--- src/design/gep_pkg.sv ---
// shared types and constants for the genotype emission product block
// no dependencies; imported by every module of the block
`timescale 1ns / 1ps
`default_nettype none

package gep_pkg;

  localparam int MAX_ALLELES = 256;
  localparam int MAX_SAMPLES = 1024;
  localparam int QUEUE_DEPTH = 4;

  localparam logic [63:0] FP_ONE     = 64'h3FF0000000000000;
  localparam logic [63:0] FP_HALF    = 64'h3FE0000000000000;
  localparam logic [63:0] FP_THIRD   = 64'h3FD5555555555555;
  localparam logic [63:0] FP_DEF_NAN = 64'hFFF8000000000000;
  localparam logic [63:0] FP_QBIT    = 64'h0008000000000000;

  localparam logic [1:0] CFG_ALLELE_TOTAL = 2'd0;
  localparam logic [1:0] CFG_SAMPLE_SLOT  = 2'd1;

  // factor recipe of one word
  typedef enum logic [1:0] {K_NONE, K_DIRECT, K_HALF, K_THIRD} kind_t;

  typedef enum logic {FP_ADD, FP_MUL} fp_op_t;

  typedef enum logic [1:0] {STEP_SUM0, STEP_SUM1, STEP_SCALE, STEP_PROD} step_t;

  typedef struct packed {
    logic   start;
    fp_op_t op;
  } fp_req_t;

  typedef struct packed {
    logic        done;
    logic [63:0] res;
  } fp_rsp_t;

  typedef struct packed {
    kind_t       kind;
    logic [63:0] x;
    logic [63:0] y;
    logic [63:0] z;
    logic        err;
    logic        last;
    logic        newvar;
    logic [7:0]  a1;
    logic [7:0]  a2;
  } item_t;

  typedef enum logic [3:0] {
    F_IDLE, F_CLASS, F_PRENORM, F_MUL, F_ACC, F_MPACK,
    F_ALIGN, F_SUM, F_NORM, F_ROUND, F_DONE
  } fpu_state_t;

  typedef enum logic [2:0] {
    B_IDLE, B_SLOT, B_BASE, B_ISSUE, B_WAIT, B_EMIT
  } back_state_t;

endpackage

`default_nettype wire

--- src/design/gep_front.sv ---
// front end: accepts k-mer words and sorts each into a factor recipe
// depends on gep_pkg
`timescale 1ns / 1ps
`default_nettype none

module gep_front import gep_pkg::*; (
  input  logic        in_valid,
  output logic        in_stall,
  input  logic [7:0]  in_first_allele,
  input  logic [7:0]  in_second_allele,
  input  logic        in_first_undefined,
  input  logic        in_second_undefined,
  input  logic        in_first_present,
  input  logic        in_second_present,
  input  logic [63:0] in_prob_copy_zero,
  input  logic [63:0] in_prob_copy_one,
  input  logic [63:0] in_prob_copy_two,
  input  logic        in_has_kmer,
  input  logic        in_last_kmer,
  input  logic        in_new_variant,
  input  logic        q_full,
  output logic        q_push,
  output item_t       q_item
);

  logic [1:0]  c;
  logic [63:0] pc, pc1;

  always_comb begin
    c = {1'b0, in_first_present} + {1'b0, in_second_present};
    case (c)
      2'd0: begin
        pc  = in_prob_copy_zero;
        pc1 = in_prob_copy_one;
      end
      2'd1: begin
        pc  = in_prob_copy_one;
        pc1 = in_prob_copy_two;
      end
      default: begin
        // no copy-three probability: plus zero stands in
        pc  = in_prob_copy_two;
        pc1 = 64'd0;
      end
    endcase
  end

  always_comb begin
    q_item.x      = pc;
    q_item.y      = pc1;
    q_item.z      = in_prob_copy_two;
    q_item.err    = 1'b0;
    q_item.last   = in_last_kmer;
    q_item.newvar = in_new_variant;
    q_item.a1     = in_first_allele;
    q_item.a2     = in_second_allele;
    if (!in_has_kmer) begin
      q_item.kind = K_NONE;
    end else if (in_first_undefined && in_second_undefined) begin
      q_item.kind = K_THIRD;
      q_item.x    = in_prob_copy_zero;
      q_item.y    = in_prob_copy_one;
    end else if (in_first_undefined || in_second_undefined) begin
      q_item.kind = K_HALF;
      q_item.err  = (c == 2'd2);
    end else begin
      q_item.kind = K_DIRECT;
    end
  end

  assign in_stall = q_full;
  assign q_push   = in_valid && !q_full;

endmodule

`default_nettype wire

--- config.mk ---
export PLATFORM = sky130hd
export DESIGN_NAME = gep_front
export DESIGN_NICKNAME = d
export VERILOG_FILES = /design/src/design/gep_pkg.sv /design/src/design/gep_front.sv
export SDC_FILE = /design/constraint.sdc
export NUM_CORES = 1
export LEC_CHECK = 0
export ABC_AREA = 0
export BUFFER_PORTS_ARGS = -buffer_cell sky130_fd_sc_hd__buf_2
export CAP_MARGIN = 20
export CORE_AREA = 2 2 169 171
export DETAILED_ROUTE_END_ITERATION = 10
export DIE_AREA = 0 0 171 173
export SYNTH_ARGS = -nofsm -noshare
export SYNTH_HDL_FRONTEND = slang
export SYNTH_SLANG_ARGS = --single-unit
--- constraint.sdc ---
create_clock -name vclk -period 1.6
set_input_delay 0.08 -clock vclk [all_inputs]
set_output_delay 0.08 -clock vclk [all_outputs]
set_load 0.02 [all_outputs]
==> qor.csv <==
metric,value,unit
Leak Pwr,2.72,nW
final non-filler cell total,1024,
WP data required,1520,ps
share of cells above drive strength 1,0.876,
vias,4003,
synthesized instance count,329,
IO Count,432,
grt ovf,0,
Slew Limit Headroom,0.813,
drt pass-1 iters,5,
Cell Pwr Density,486,mW/mm2
vias per cell,3.91,
Max VDD drop,199,uV
drc violations,0,
Syn Area/Cell,8.15,um2
# clk buffers,0,
Worst Path Arrival,1490,ps
period utilisation layout,0.978,
wire per inst,15.6,um
synth warn,0,
Final min period,1570,ps
setup_tns,0,ps
CP Capture Type,output port,
HPWL after detailed placement,11700,um
critical path class,primary input to output port,
register area,0,um2
# port buffers,396,
GRT Resource Usage Total,0.0831,
fillers,3109,
Syn-to-layout area delta,85.4,%
placed insts,1012,
final layout net count,869,
vias in the first global route,3644,
fmax,639,MHz
largest net degree at the start of global routing,61,
drt initial violations,193,
syn nets,551,
Mapped Area,0.00268,mm2
first-pass GRT wire length,19700,um
GPL Wtd Cong,0.948,
Seq cells,0,
Tot Pwr,2.42,mW
Cell variety after synth,16,
crit start category,primary input,
worst hold slack,160,ps
Crit Path Max Fanout,30,
Die Width,171,um
outcome,"complete, no violations",
final setup violation count,0,
Core ar.,0.0276,mm2
Die H,173,um
initial antenna violation count,1,
Starting Density,0.0970,
number of core rows,61,
worst-margin pin slew,281,ps
Post-Route WL,16000,um
Hold WC Path Type,primary input to output port,
Max Transition Viols Final,0,
endpoints failing hold,0,
Die Area,0.0296,mm2
"Seq/Total Area, Yosys",0,
maxcap violations,0,
ANT nets after route,0,
[worst max-delay path, stage by stage]
cell and delay (ps):
buf_8 90, inv_4 30, ha_4 250, and3b_4 280
buf_16 190, a221o_2 370, buf_2 170
[stage by stage]
stage	utilization	setup WS, ps	cell area [um2]
finish	0.180	34.7	4970
detailed placement	0.168	-62.8	4650
floorplan	-	258	2680
CTS	0.172	-49.2	4750
global route	0.180	-7.04	4970
global placement	0.168	-53.5	4650
[power breakdown]
part | switching, mW | leakage (nW) | total [mW] | internal, mW
Combinational | 1.36 | 2.72 | 2.42 | 1.05
Sequential | 0 | 0 | 0 | 0
Clock | 0 | 0.00000634 | 0.0000000835 | 0.0000000835
Total | 1.36 | 2.72 | 2.42 | 1.05
[cell usage after synthesis]
master | number | share of area
clkbuf_1 | 7 | 0.0098
buf_4 | 83 | 0.23
ha_1 | 5 | 0.023
and3b_1 | 2 | 0.0065
a221o_2 | 60 | 0.25
a221o_1 | 3 | 0.011
a22o_1 | 65 | 0.21
a21boi_1 | 1 | 0.0028
o21ai_0 | 2 | 0.0037
buf_2 | 23 | 0.043
buf_6 | 1 | 0.0042
and2_2 | 63 | 0.18
inv_1 | 5 | 0.0070
buf_1 | 3 | 0.0042
nand2_1 | 3 | 0.0042
nor2b_1 | 3 | 0.0070
[path summary, 6_finish.rpt]
check	end	start	depth (start not counted)	slack [ps]
worst max-delay path	q_item[175]	in_first_present	7	30
worst min-delay path	q_item[7]	in_second_allele[7]	0	160
[cell usage in the layout (no fill, tap or decap)]
| cell type | instances |
|---|---|
| diode_2 | 1 |
| buf_16 | 4 |
| and2_2 | 63 |
| buf_8 | 2 |
| inv_1 | 3 |
| and3b_4 | 1 |
| buf_2 | 382 |
| nand2_4 | 1 |
| a221o_2 | 60 |
| nor2b_1 | 3 |
| nand2_1 | 2 |
| o21ai_4 | 1 |
| and3b_2 | 1 |
| ha_4 | 3 |
| clkbuf_16 | 3 |
| buf_4 | 29 |
| ha_1 | 2 |
| a21boi_4 | 1 |
| and3b_1 | 1 |
| buf_12 | 4 |
| a22o_1 | 65 |
| buf_6 | 8 |
| o21ai_0 | 1 |
| inv_4 | 2 |
| a221o_1 | 3 |
[layer usage]
layer,GRT usage,vias up,share of wire
met5,0,-,0
met4,0.0360,0,0.041
met3,0.0101,41,0.093
met2,0.159,273,0.50
met1,0.0901,1853,0.37
li1,-,1836,-
[kinds of logic after synthesis]
group / after synthesis / synth area share
compound gates: 131 / 0.482
buf+inv: 122 / 0.301
simple gates: 71 / 0.194
fa+ha+maj: 5 / 0.0233
[final cells by class]
class | count | area [um2] | area share
Antenna cell | 1 | 2.50 | 0.000503
Inverter | 5 | 23.8 | 0.00478
Multi-Input combinational cell | 208 | 1960 | 0.394
Timing Repair Buffer | 432 | 2510 | 0.506
Tap cell | 378 | 473 | 0.0951
[repair_timing]
item,in CTS,in global routing
pin swaps,2,5
gates cloned,2,6
hold buffers,0,0
hold endpoints to repair,0,0
resized for setup,15,25
setup buffers,0,3
endpoints found under the setup margin,34,119
(Power assumes the default switching activity.)
