==> src/design/gep_pkg.sv <==
// shared types and constants for the genotype emission product block
// no dependencies; imported by every module of the block
`timescale 1ns / 1ps
`default_nettype none

package gep_pkg;

  localparam int MAX_ALLELES = 256;
  localparam int MAX_SAMPLES = 1024;
  localparam int QUEUE_DEPTH = 4;

  localparam logic [63:0] FP_ONE     = 64'h3FF0000000000000;
  localparam logic [63:0] FP_HALF    = 64'h3FE0000000000000;
  localparam logic [63:0] FP_THIRD   = 64'h3FD5555555555555;
  localparam logic [63:0] FP_DEF_NAN = 64'hFFF8000000000000;
  localparam logic [63:0] FP_QBIT    = 64'h0008000000000000;

  localparam logic [1:0] CFG_ALLELE_TOTAL = 2'd0;
  localparam logic [1:0] CFG_SAMPLE_SLOT  = 2'd1;

  // factor recipe of one word
  typedef enum logic [1:0] {K_NONE, K_DIRECT, K_HALF, K_THIRD} kind_t;

  typedef enum logic {FP_ADD, FP_MUL} fp_op_t;

  typedef enum logic [1:0] {STEP_SUM0, STEP_SUM1, STEP_SCALE, STEP_PROD} step_t;

  typedef struct packed {
    logic   start;
    fp_op_t op;
  } fp_req_t;

  typedef struct packed {
    logic        done;
    logic [63:0] res;
  } fp_rsp_t;

  typedef struct packed {
    kind_t       kind;
    logic [63:0] x;
    logic [63:0] y;
    logic [63:0] z;
    logic        err;
    logic        last;
    logic        newvar;
    logic [7:0]  a1;
    logic [7:0]  a2;
  } item_t;

  typedef enum logic [3:0] {
    F_IDLE, F_CLASS, F_PRENORM, F_MUL, F_ACC, F_MPACK,
    F_ALIGN, F_SUM, F_NORM, F_ROUND, F_DONE
  } fpu_state_t;

  typedef enum logic [2:0] {
    B_IDLE, B_SLOT, B_BASE, B_ISSUE, B_WAIT, B_EMIT
  } back_state_t;

endpackage

`default_nettype wire

==> src/design/gep_queue.sv <==
// short word queue between front and back end
// depends on gep_pkg
`timescale 1ns / 1ps
`default_nettype none

module gep_queue import gep_pkg::*; (
  input  logic  clk,
  input  logic  rst_n,
  input  logic  push,
  input  item_t push_item,
  output logic  full,
  input  logic  pop,
  output item_t pop_item,
  output logic  empty
);

  localparam int PW = $clog2(QUEUE_DEPTH);
  localparam int CW = $clog2(QUEUE_DEPTH + 1);

  item_t         slots_r [QUEUE_DEPTH];
  logic [PW-1:0] wr_r, rd_r;
  logic [CW-1:0] count_r;

  assign full     = (count_r == CW'(QUEUE_DEPTH));
  assign empty    = (count_r == '0);
  assign pop_item = slots_r[rd_r];

  always_ff @(posedge clk) begin
    if (!rst_n) begin
      wr_r    <= '0;
      rd_r    <= '0;
      count_r <= '0;
    end else begin
      if (push) wr_r <= (wr_r == PW'(QUEUE_DEPTH - 1)) ? '0 : wr_r + PW'(1);
      if (pop) rd_r <= (rd_r == PW'(QUEUE_DEPTH - 1)) ? '0 : rd_r + PW'(1);
      if (push && !pop) count_r <= count_r + CW'(1);
      else if (pop && !push) count_r <= count_r - CW'(1);
    end
  end

  always_ff @(posedge clk) begin
    if (push) slots_r[wr_r] <= push_item;
  end

endmodule

`default_nettype wire

==> config.mk <==
export PLATFORM = sky130hd
export DESIGN_NAME = gep_queue
export DESIGN_NICKNAME = d
export VERILOG_FILES = /design/src/design/gep_pkg.sv /design/src/design/gep_queue.sv
export SDC_FILE = /design/constraint.sdc
export NUM_CORES = 1
export LEC_CHECK = 0
export BUFFER_PORTS_ARGS = -buffer_cell sky130_fd_sc_hd__buf_2
export CAP_MARGIN = 20
export CORE_UTILIZATION = 50
export CTS_BUF_LIST = sky130_fd_sc_hd__clkbuf_8
export CTS_CLUSTER_SIZE = 16
export DETAILED_ROUTE_END_ITERATION = 6
export GPL_TIMING_DRIVEN = 1
export HOLD_SLACK_MARGIN = 0.12
export MAX_ROUTING_LAYER = met4
export PLACE_DENSITY = 0.71
export SLEW_MARGIN = 5
export SYNTH_ARGS = -nofsm -noshare
export SYNTH_HDL_FRONTEND = slang
export SYNTH_SLANG_ARGS = --single-unit
==> constraint.sdc <==
create_clock -name clk -period 13.45 [get_ports clk]
set_input_delay 0.6725 -clock clk [delete_from_list [all_inputs] [get_ports clk]]
set_output_delay 0.6725 -clock clk [all_outputs]
set_load 0.02 [all_outputs]
==> run_results.csv, run 1 <==
group,metric,value,unit
route,route.detailed.wl_per_inst,22.5,um
route,m1WireLength,25300,um
power,p_leak,0.0132,uW
route,routed_via_density,5.30,
floorplan,die-height,252,um
floorplan,num_rows,91,
synthesis,mean_area_per_synthesized_cell,27.0,sq um
synthesis,yosysWarnings,0,
floorplan,die_width,252,um
clocking,tritoncts,"yes",
layout,layout-area-overhead-vs-synth,24.2,%
synthesis,ys_seq_elements,861,
setup_path,critical_path.max_fanout,47,
timing,timing.final.max_slew_violations,0,
clocking,cts.path.max_buffers,3,
route,vias,15100,
setup_path,worst-endpoint-arrival,4.19,ns
clocking,cts_root_buffer,"sky130_fd_sc_hd__clkbuf_8",
synthesis,synth_commonest_cells,"852 x sky130_fd_sc_hd__edfxtp_1, 213 x sky130_fd_sc_hd__mux4_2, 23 x sky130_fd_sc_hd__buf_2, 20 x sky130_fd_sc_hd__buf_6, 9 x sky130_fd_sc_hd__dfxtp_1",
synthesis,synthesis.nets,1381,
layout,final_nets,2135,
layout,fin_util,62.8,%
setup_path,rr_worst_depth,4,
grt,grt.overflow.total,0,
floorplan,floorplan.io_pins,432,
layout,seq_area,0.0258,sq mm
timing,slew-limit-headroom,28.5,%
synthesis,yosys-top-cells-area,"sky130_fd_sc_hd__edfxtp_1 82%, sky130_fd_sc_hd__mux4_2 15%, sky130_fd_sc_hd__buf_6 0.72%, sky130_fd_sc_hd__dfxtp_1 0.58%, sky130_fd_sc_hd__buf_2 0.37%",
route,wl,64200,um
grt,first_global_vias,16400,
worst_hold_path,timing.hold.worst_path_depth,2,
synthesis,post_synth_inst_count,1157,
setup_path,start_kind,"register",
grt,pin_count_of_the_biggest_net_entering_global_routing,67,
route,drt_iter0_drc,916,
worst_hold_path,hold_path_class,"primary input to register",
clocking,clkLatencyLatePin,0.76,ns
clocking,path_clk_slew,0.06,ns
route,highest_layer,"met4",
timing,min_period,4.87,ns
setup_path,ws_path_type,"register to primary output",
layout,number_of_filler_cells_placed_in_the_layout,4174,
timing,finalHoldViolations,0,
floorplan,coreArea,0.0617,sq mm
layout,multi_input_area,0.00507,sq mm
timing,rsz_0062_raised_after_global_routing,"no",
route,met2RoutedLength,32100,um
timing,min_period_over_period,36.2,%
grt,grt_first_pass_wirelength,96300,um
route,detail-route-antenna-nets,0,
timing,timing.final.ws_setup,8.58,ns
placement,gpl.final_weighted_congestion,0.736,
synthesis,mappedNetlistArea,0.0312,sq mm
clocking,htree_levels,4,
synthesis,synth_area_leader_cell,"sky130_fd_sc_hd__edfxtp_1",
timing,fmax,206,MHz
route,drt_pass1_iterations,5,
setup_path,setup.worst_path.end_class,"primary output",
route,drc,0,
synthesis,yosysMostFrequentCell,"sky130_fd_sc_hd__edfxtp_1",
power,irDropWorstVdd,116,uV
synthesis,main_synth_ff_type,"sky130_fd_sc_hd__edfxtp_1",
timing,worst_slew_pin_slew,1.07,ns
outcome,outcome,"complete, no violations",
placement,place.detailed.hpwl,36200,um
grt,grt_antenna_before_repair,12,
clocking,cts_resized,0,
placement,io_buffer_count,431,
timing,setup_violations,0,
synthesis,synth_edf_count,852,
floorplan,initial_utilization,50.6,%
clocking,cts_made_buffers,137,
timing,final.setup_skew,0.0267,ns
flow_run,maxCapViolCount,0,
clocking,cts.sinks,861,
synthesis,synthArstFlopShare,0,%
placement,place_worst_setup_slack,9.08,ns
route,met3WireLength,5450,um
setup_path,cp_data_required_time,12.78,ns
grt,grt_use_total,21.2,%
layout,final_layout_size_suffix_gt1_share,41.3,%
synthesis,synthDistinctLibCells,21,
synthesis,ys_seq_area_share,82.6,%
timing,setup-tns-final,0,ns
power,power_per_cell_area,146,mW/mm^2
synthesis,netlist.area_leader.share,82.0,%
floorplan,fp.dieArea,0.0634,sq mm
## cells in the final DEF, fill, tap and decap left out, types with 4 or more instances in the layout
master                          count
sky130_fd_sc_hd__edfxtp_1         852
sky130_fd_sc_hd__buf_2            431
sky130_fd_sc_hd__mux4_2           213
sky130_fd_sc_hd__dlygate4sd3_1    213
sky130_fd_sc_hd__clkbuf_8         139
sky130_fd_sc_hd__inv_1             47
sky130_fd_sc_hd__clkinv_1          33
sky130_fd_sc_hd__buf_4             19
sky130_fd_sc_hd__diode_2           13
sky130_fd_sc_hd__clkinv_2          10
sky130_fd_sc_hd__clkinvlp_4         7
sky130_fd_sc_hd__dfxtp_1            7
sky130_fd_sc_hd__ha_1               6
sky130_fd_sc_hd__nor2b_1            5
sky130_fd_sc_hd__and2_4             4
sky130_fd_sc_hd__mux2i_1            4
## final cells by class
cell class,count,area share (%)
tap,837,2.70
timing repair buffer,663,11.4
inverter,4,0.0388
sequential,861,66.5
multi-input combinational,244,13.1
clock inverter,99,1.19
antenna,13,0.0840
clock buffer,139,4.94
## sequential cells by signal, summed over array words and instances (netlist names), named ones only
name,flops
wr_r,2
slots_r,852
rd_r,2
count_r,3
## final timing paths
| check | start | end | slack [ns] |
|---|---|---|---|
| setup reg to reg | wr_r[0]$_SDFFE_PN0P_ | slots_r[3][151]$_DFFE_PP_ | 9.96 |
| hold reg to reg | count_r[2]$_SDFFE_PN0P_ | count_r[2]$_SDFFE_PN0P_ | 0.52 |
| setup / recovery | register | pop_item[49] | 8.58 |
| hold / removal | rst_n | register | 0.23 |
## worst max-delay path, stage by stage, from the launching register on
cell,delay (ns)
sky130_fd_sc_hd__dfxtp_4,0.92
sky130_fd_sc_hd__buf_4,0.86
sky130_fd_sc_hd__buf_4,0.82
sky130_fd_sc_hd__mux4_2,0.61
sky130_fd_sc_hd__buf_2,0.18
## layer usage
layer  GRT usage [%]  vias to the layer above
met4            7.32                        0
met3            7.76                       96
met2            32.6                      566
met5               -                        -
li1                -                     6575
met1            26.0                     7912
## power breakdown
part           leakage (uW)  switching, uW  internal [uW]
Combinational       0.00398            349            252
Clock               0.00136            973            964
Sequential          0.00790           36.1           3080
## timing repair
item | CTS | global route
hold buffers | 213 | 0
setup buffers | 0 | 0
hold endpoints to repair | 852 | 0
setup endpoints to repair | 0 | 0
## metrics by stage
| step | area (sq um) | hold WS, ns | total power, uW | std cells |
|---|---|---|---|---|
| 6_report | 38700 | 0.230 | 5650 | 2860 |
| 5_1_grt | 38700 | 0.167 | 5880 | 2859 |
| 4_1_cts | 38700 | 0.135 | 5720 | 2847 |
| 3_5_place_dp | 34200 | 0.516 | 3730 | 2396 |
| 3_3_place_gp | 34200 | 0.489 | 3710 | 2396 |
| 2_1_floorplan | 31200 | 0.472 | 3530 | 1157 |
## cell families (layout without fill, tap and decap cells)
logic type / Yosys count / count (layout) / share of synthesized area (%)
AND/OR/NAND/NOR: 15 / 15 / 0.289
multiplexers: 217 / 217 / 15.5
flip-flops: 861 / 861 / 82.6
XOR/XNOR: 2 / 2 / 0.0562
adder cells (fa/ha/maj): 7 / 7 / 0.305
buffers and inverters: 52 / 905 / 1.20
other: 0 / 13 / 0
AO/OA/AOI/OAI: 3 / 3 / 0.0642
(Power assumes the default switching activity.)
==> run 2: changes to the inputs <==
==> constraint.sdc (replaced) <==
create_clock -name clk -period 4.6 [get_ports clk]
set_input_delay 0.23 -clock clk [delete_from_list [all_inputs] [get_ports clk]]
set_output_delay 0.23 -clock clk [all_outputs]
set_load 0.02 [all_outputs]
==> run 2 against run 1 <==
Die area is the same. Sequential share of layout area shrank 0.56 points. Clock skew grew 0.013 ns. Combinational power grew to 3.0 times the previous value.
==> run_results.csv, run 2 (synthesized netlist as in run 1, its figures left out) <==
group,metric,value,unit
setup_path,critPathBufInv,2,
grt,first_global_vias,16700,
grt,grt_use_total,20.8,%
grt,grt_antenna_before_repair,7,
timing,setup_violations,0,
floorplan,initial_utilization,50.6,%
power,power_per_cell_area,425,mW/mm^2
timing,rsz_0062_raised_after_global_routing,"no",
timing,min_period,3.15,ns
route,wl,63200,um
timing,worst_slew_pin_slew,1.03,ns
layout,largest_registers_in_the_final_layout,"slots_r: 852 flops, count_r: 3 flops",
setup_path,ws_path_type,"register to primary output",
outcome,outcome,"complete, no violations",
setup_path,regToRegSetupSlack,2.33,ns
setup_path,critical-path-max-stage-delay,0.98,ns
placement,gpl.final_weighted_congestion,0.779,
layout,mostFrequentLayoutCell,"sky130_fd_sc_hd__edfxtp_1",
clocking,path_clk_slew,0.06,ns
timing,final.setup_skew,0.0396,ns
clocking,tritoncts,"yes",
grt,pin_count_of_the_biggest_net_entering_global_routing,119,
setup_path,timing.critical_path.max_delay_family,"flip-flops",
layout,final_cell_mix,"852 x sky130_fd_sc_hd__edfxtp_1, 431 x sky130_fd_sc_hd__buf_2, 217 x sky130_fd_sc_hd__dlygate4sd3_1",
worst_hold_path,hold_path_class,"primary input to register",
route,drc,0,
grt,grt_first_pass_wirelength,95400,um
clocking,cts.path.max_buffers,3,
route,detail-route-antenna-nets,0,
timing,finalHoldViolations,0,
clocking,cts_made_buffers,139,
power,irDropWorstVdd,310,uV
flow_run,maxCapViolCount,0,
timing,setup-tns-final,0,ns
route,routed_via_density,5.30,
floorplan,num_rows,91,
floorplan,die_width,252,um
timing,timing.final.max_slew_violations,0,
setup_path,worst-endpoint-arrival,2.92,ns
setup_path,cells_along_the_critical_path,"buf_4, mux4_2, buf_2",
setup_path,critical_path.slowest_cell,"sky130_fd_sc_hd__dfxtp_4",
clocking,cts_root_buffer,"sky130_fd_sc_hd__clkbuf_8",
clocking,cts_resized,0,
floorplan,coreArea,0.0617,sq mm
route,drt_pass1_iterations,5,
clocking,cts.sinks,861,
floorplan,fp.dieArea,0.0634,sq mm
route,drt_iter0_drc,926,
timing,slew-limit-headroom,31.2,%
layout,final_nets,2150,
timing,min_period_over_period,68.5,%
setup_path,setup.worst_path.end_class,"primary output",
clocking,htree_levels,4,
clocking,post_cts.repair.setup_buffers,0,
route,route.detailed.wl_per_inst,22.1,um
layout,largest_reg_flops,852,
clocking,clkLatencyLatePin,0.76,ns
grt,grt.overflow.total,0,
layout,layout-area-overhead-vs-synth,25.2,%
route,vias,15200,
layout,fin_util,63.3,%
floorplan,floorplan.io_pins,432,
layout,final_layout_size_suffix_gt1_share,41.7,%
setup_path,cp_data_required_time,4.37,ns
placement,io_buffer_count,431,
layout,registers.top_by_ff_count,"slots_r",
placement,place.detailed.hpwl,36400,um
timing,fmax,317,MHz
setup_path,start_kind,"register",
power,p_leak,0.0134,uW
floorplan,die-height,252,um
setup_path,critical_path.max_fanout,39,
==> run 2: timing repair <==
| item | in CTS | in global routing |
|---|---|---|
| endpoints found under the setup margin | 0 | 0 |
| endpoints found under the hold margin | 861 | 0 |
| hold buffers | 217 | 0 |
==> run 2: final timing paths <==
kind                          endpoint  depth (start not counted)                     from
min reg2reg    count_r[2]$_SDFFE_PN0P_                          2  count_r[2]$_SDFFE_PN0P_
max reg2reg  slots_r[1][193]$_DFFE_PP_                          3     wr_r[0]$_SDFFE_PN0P_
min           slots_r[2][21]$_DFFE_PP_                          2            push_item[21]
max                       pop_item[58]                          3                 register
==> run 2: layer usage <==
metal,vias up,share of wire (%),global-route usage (%),wire [um]
met5,-,0,-,0
met2,557,50,32.6,31900
met1,7911,40,25.7,25100
met3,110,7.7,6.41,4890
li1,6614,-,-,-
met4,0,2.2,7.84,1390
==> run 2: through the flow <==
stage	instance area [sq um]	cells	total power, uW	setup slack (ns)	hold WS [ns]
after floorplan	31200	1157	10300	0.997	0.329
after global placement	34500	2405	10900	2.12	0.439
after detailed placement	34500	2405	10900	2.10	0.445
after CTS	39100	2857	16800	1.25	0.144
after global routing	39100	2864	17200	1.18	0.175
final	39100	2864	16600	1.45	0.220
==> run 2: area by class of cell <==
cell class	count	area (sq um)
Fill cell	4111	22600
Inverter	4	15.0
Tap cell	837	1050
Clock inverter	92	428
Antenna cell	7	17.5
Timing Repair Buffer	676	4750
Multi-Input combinational cell	244	5070
Sequential cell	861	25800
Clock buffer	143	1970
==> run 2: worst register-to-register path: stages, from the launching register on <==
cell	delay [ns]
sky130_fd_sc_hd__dfxtp_1	0.40
sky130_fd_sc_hd__ha_1	0.18
sky130_fd_sc_hd__and2_4	0.63
sky130_fd_sc_hd__buf_12	0.49
==> run 2: power breakdown <==
part | switching, uW | internal (uW) | leakage [uW]
sequential | 113 | 9000 | 0.00790
combinational | 1010 | 771 | 0.00410
clock | 2820 | 2880 | 0.00139
